### config.mk
export PLATFORM = sky130hd
export DESIGN_NAME = fyshuf_draw
export DESIGN_NICKNAME = d
export VERILOG_FILES = /design/src/rtl/fyshuf_pkg.sv /design/src/rtl/fyshuf_draw.sv
export SDC_FILE = /design/constraint.sdc
export NUM_CORES = 1
export LEC_CHECK = 0
export BUFFER_PORTS_ARGS = -buffer_cell sky130_fd_sc_hd__buf_2
export CAP_MARGIN = 20
export CORE_ASPECT_RATIO = 0.75
export CORE_MARGIN = 4
export CORE_UTILIZATION = 55
export DETAILED_ROUTE_END_ITERATION = 12
export PLACE_DENSITY = 0.74
export SLEW_MARGIN = 10
export SYNTH_ARGS = -nofsm -noshare
export SYNTH_HDL_FRONTEND = slang
export SYNTH_SLANG_ARGS = --single-unit
### constraint.sdc
create_clock -name clk -period 4.95 [get_ports clk]
set_input_delay 0.2475 -clock clk [delete_from_list [all_inputs] [get_ports clk]]
set_output_delay 0.2475 -clock clk [all_outputs]
set_load 0.02 [all_outputs]
### src/rtl/fyshuf_pkg.sv
package fyshuf_pkg;

    // Storage geometry.
    localparam int DEPTH  = 1024;
    localparam int ELEM_W = 32;
    localparam int IDX_W  = (DEPTH > 1) ? $clog2(DEPTH) : 1;
    localparam int CNT_W  = $clog2(DEPTH + 1);
    // Draw value and range stay below 2 * DEPTH.
    localparam int DW     = IDX_W + 1;

    // Port field widths.
    localparam int ACT_W    = 2;
    localparam int DATA_W   = 32;
    localparam int WORD_W   = 64;
    localparam int RIDX_W   = 10;
    localparam int STAT_W   = 2;
    localparam int LEN_W    = 11;
    localparam int LEFT_W   = $clog2(WORD_W + 1);

    localparam logic [LEN_W-1:0] LEN_RESET = LEN_W'(1024);

    // Action codes.
    localparam logic [ACT_W-1:0] ACT_PUSH    = 2'd0;
    localparam logic [ACT_W-1:0] ACT_WORD    = 2'd1;
    localparam logic [ACT_W-1:0] ACT_READ    = 2'd2;
    localparam logic [ACT_W-1:0] ACT_RESTART = 2'd3;

    // Status codes.
    localparam logic [STAT_W-1:0] STAT_OK     = 2'd0;
    localparam logic [STAT_W-1:0] STAT_WAIT   = 2'd1;
    localparam logic [STAT_W-1:0] STAT_REJECT = 2'd2;

    typedef enum logic [2:0] {
        ST_IDLE,
        ST_DRAW,
        ST_SWAP_RD,
        ST_SWAP_WI,
        ST_SWAP_WJ,
        ST_READ,
        ST_DONE
    } state_t;

    typedef struct packed {
        logic clear_all;
        logic load_word;
        logic start;
        logic step;
    } draw_ctrl_t;

    typedef struct packed {
        logic             have_bits;
        logic             hit;
        logic [IDX_W-1:0] pick;
    } draw_stat_t;

endpackage

### src/rtl/fyshuf_draw.sv
module fyshuf_draw
    import fyshuf_pkg::*;
(
    input  logic              clk,
    input  logic              rst_n,
    input  draw_ctrl_t        ctrl,
    input  logic [WORD_W-1:0] word,
    input  logic [DW-1:0]     n,
    output draw_stat_t        stat
);

    logic [WORD_W-1:0] buf_reg, buf_next;
    logic [LEFT_W-1:0] left_reg, left_next;
    logic [DW-1:0]     d_reg, d_next;
    logic [DW-1:0]     v_reg, v_next;

    logic [DW-1:0] d2;
    logic [DW-1:0] v2;
    logic          range_ok;
    logic          value_ok;

    // One doubling step; the value always stays below the range, and the
    // range no greater than n, so the top bit can be dropped before the shift.
    assign d2       = {d_reg[IDX_W-1:0], buf_reg[0]};
    assign v2       = {v_reg[IDX_W-1:0], 1'b0};
    assign range_ok = (v2 >= n);
    assign value_ok = (d2 < n);

    assign stat.have_bits = (left_reg != '0);
    assign stat.hit       = range_ok && value_ok;
    assign stat.pick      = d2[IDX_W-1:0];

    always_comb
    begin
        buf_next  = buf_reg;
        left_next = left_reg;
        d_next    = d_reg;
        v_next    = v_reg;
        if (ctrl.clear_all)
        begin
            buf_next  = '0;
            left_next = '0;
            d_next    = '0;
            v_next    = DW'(1);
        end
        else if (ctrl.load_word)
        begin
            buf_next  = word;
            left_next = LEFT_W'(WORD_W);
        end
        else if (ctrl.start)
        begin
            d_next = '0;
            v_next = DW'(1);
        end
        else if (ctrl.step)
        begin
            buf_next  = buf_reg >> 1;
            left_next = left_reg - LEFT_W'(1);
            if (range_ok && value_ok)
            begin
                d_next = '0;
                v_next = DW'(1);
            end
            else if (range_ok)
            begin
                d_next = d2 - n;
                v_next = v2 - n;
            end
            else
            begin
                d_next = d2;
                v_next = v2;
            end
        end
    end

    always_ff @(posedge clk or negedge rst_n)
    begin
        if (!rst_n)
        begin
            buf_reg  <= '0;
            left_reg <= '0;
            d_reg    <= '0;
            v_reg    <= DW'(1);
        end
        else
        begin
            buf_reg  <= buf_next;
            left_reg <= left_next;
            d_reg    <= d_next;
            v_reg    <= v_next;
        end
    end

endmodule

==> out/results.tsv <==
stage	metric	value	unit
setup_path	crit_chain	ha_1 -> and2_1 -> a31oi_1 -> nand3_1 -> a22oi_1 -> or2_1 -> o21ai_1	
pwr	switchingPower	0.4574	mW
pwr	swShare	25.44	%
die	num_io_pins	93	
grt	grt_pass1_vias	4385	
die	die_w	122.6	um
finish	area_growth	14.72	%
sta	fin_skew	5.455	ps
finish	antennaDiodeCount	0	
routing	totalWireLength	12.93	mm
grt	use_met1	31.98	%
setup_path	critPathRequiredTime	5140	ps
grt	antenna_found_initial	0	
routing	viasPerCell	5.503	
grt	grt_overflow	0	
setup_path	arrival	2940	ps
finish	fill_cells	841	
sta	slew_viol_final	0	
pwr	seqPwrFrac	44.2	%
clock_tree	root_buffer	clkbuf_16	
pwr	power_leakage	2.914	nW
synthesis	async_flop_share	100.0	%
setup_path	endpoint_kind	flip-flop	
sta	rsz0062_at_grt	false	
finish	nets	842	
sta	timing.final.hold_violations	0	
finish	final_cell_mix	139 x nand2_1, 138 x a21oi_1, 90 x dfrtp_1, 90 x buf_2, 88 x nor2_1	
die	design.die.area	11510	um^2
die	rows	31	
routing	drtAntennaViolNets	0	
sta	tightest_slew	910.9	ps
flow_run	max-cap-violations	0	
setup_path	worst-path-buf-inv	0	
routing	drt-initial-drc-count	353	
sta	maxSlewHeadroom	39.28	%
clock_tree	htreeDepth	3	
clock_tree	clk_path_buf_depth	2	
grt	grt_pass1_wl	20.87	mm
clock_tree	clkSinkCount	91	
pwr	p_clk_share	41.7	%
setup_path	cp_max_fo	18	
setup_path	slowest_delay	760	ps
synthesis	seq_area_frac_synth	42.08	%
setup_path	cpLargestDelayFamily	simple AND/OR/NAND/NOR gates	
pwr	combPwrFrac	14.1	%
routing	first_pass_iters	6	
grt	grtUsageMet2	35.48	%
grt	top_usage_layer	met2	
clock_tree	cts.repair.resized	0	
synthesis	synth.distinct_cells	51	
routing	wire_per_inst	14.82	um
place	gp_congestion	0.8719	
place	port_buffers	92	
grt	grt_usage	22.80	%
sta	setup_slack	2200	ps
place	dp_hpwl	8.319	mm
finish	layout_commonest_cell	nand2_1	
die	core-area	9619	um^2
finish	drive_gt1_share	17.97	%
grt	use_met3	6.020	%
setup_path	start_kind	flip-flop	
grt	grt_max_degree	132	
synthesis	syn_area	5414	um^2
sta	finalSetupViolCount	0	
synthesis	synth_seq_cells	91	
sta	fin_crit_sh	55.56	%
pwr	p_int	1.341	mW
setup_path	worstSetupPathType	flip-flop to flip-flop	
finish	largest_reg_flops	64	
outcome	status	finished, final reports clean	
clock_tree	postCtsSetupBuffers	0	
routing	drc	0	
setup_path	cp_slowest_cell	or2_1	
sta	timing.fmax	363.6	MHz
clock_tree	cts.clk_slew.worst_paths	60	ps
place	post-place-ws	2185	ps
synthesis	synth_nets	785	
synthesis	synth_edf_count	0	
routing	num_vias	4799	
pwr	power.density	289.5	nW/um^2
synthesis	yosys_warnings	0	
synthesis	avgSynthCellArea	7.973	um^2
synthesis	syn_inst	679	
die	fp.dieH	93.92	um
pwr	peakVddDrop	0.0002147	V
clock_tree	clkLatencyLatePin	340	ps
clock_tree	numCtsBuffers	9	
sta	fin_crit	2750	ps
synthesis	synth_flop_cell	dfrtp_1	
die	start_util	56.28	%
worst_hold_path	hold_path.class	input port to flip-flop	
clock_tree	cts_tree	done	
sta	setup_tns	0	ps
==> layout make-up <==
type / count / area, um^2 / share of cell area [%]
Multi-Input combinational cell: 513 / 2798 / 45.04
Sequential cell: 91 / 2278 / 36.68
Timing Repair Buffer: 101 / 568.0 / 9.146
Clock buffer: 11 / 252.7 / 4.069
Tap cell: 132 / 165.2 / 2.659
Inverter: 20 / 75.07 / 1.209
Clock inverter: 4 / 73.82 / 1.189
==> logic make-up after synthesis <==
| kind of cell | synth area share, % |
|---|---|
| and+or+nand+nor | 19.97 |
| AOI/OAI and AO/OA | 22.07 |
| DFF | 42.08 |
| buffers and inverters | 6.425 |
| adders and majority gates | 6.055 |
| xor gates and xnor gates | 3.397 |
==> path summary, 6_finish.rpt <==
path | slack, ps | from | cells after the start | end
worst max-delay path | 2200 | d_reg[3] | 7 | v_reg[2]
worst min-delay path | 140 | word[42] | 3 | buf_reg[42]
worst max register to register | 2200 | d_reg[3] | 7 | v_reg[2]
worst min register to register | 550 | d_reg[9] | 2 | d_reg[9]
max in group asynchronous | 3750 | rst_n | 4 | v_reg[0]
min in group asynchronous | 290 | rst_n | 2 | buf_reg[44]
==> worst register-to-register path: stages, from the launching register on <==
cell and delay, ps:
dfrtp_1 410, ha_1 350, and2_1 170, a31oi_1 180, nand3_1 200, a22oi_1 340
or2_1 760, o21ai_1 190
==> per-layer routing <==
layer | part of all wire, % | up-vias | routed length [um]
met4 | 0.92 | 0 | 119
met2 | 48 | 141 | 6181
met1 | 45 | 2243 | 5772
met5 | 0 | - | 0
met3 | 6.6 | 12 | 852
li1 | - | 2403 | -
==> power by group through the flow <==
stage | clock [mW] | combinational [mW] | sequential, mW
6_report | 0.750 | 0.253 | 0.795
5_1_grt | 0.798 | 0.284 | 0.799
4_1_cts | 0.766 | 0.248 | 0.795
3_5_place_dp | 0 | 0.245 | 0.809
3_3_place_gp | 0 | 0.237 | 0.807
2_1_floorplan | 0 | 0.163 | 0.804
==> Yosys cell counts, drive strengths merged, types with 4 or more instances <==
cell	number	area share, %
a22oi	21	2.9
inv	20	1.4
ha	23	5.3
o21ai	24	2.9
nand2	139	9.6
nor2	88	6.1
nand4	6	0.81
a21oi	139	13
clkbuf	29	2.0
nand2b	6	0.69
nand3	4	0.37
nor3	7	0.65
xor2	12	1.9
buf	26	3.0
xnor2	9	1.5
a21o	6	0.83
dfrtp	90	42
==> metrics by stage <==
stage	total power [mW]	instances	hold slack, ps	utilization [%]	cell area, um^2
CTS	1.809	870	136.8	64.07	6163
floorplan	0.9671	679	-48.09	-	5414
global placement	1.044	854	94.41	60.57	5827
finish	1.798	872	142.9	64.57	6211
detailed placement	1.054	854	99.30	60.57	5827
global route	1.881	872	141.4	64.57	6211
==> timing repair <==
action | 4_1_cts | 5_1_grt
endpoints found under the hold margin | 12 | 0
hold buffers | 1 | 0
endpoints found under the setup margin | 0 | 0
(Power assumes the default switching activity.)
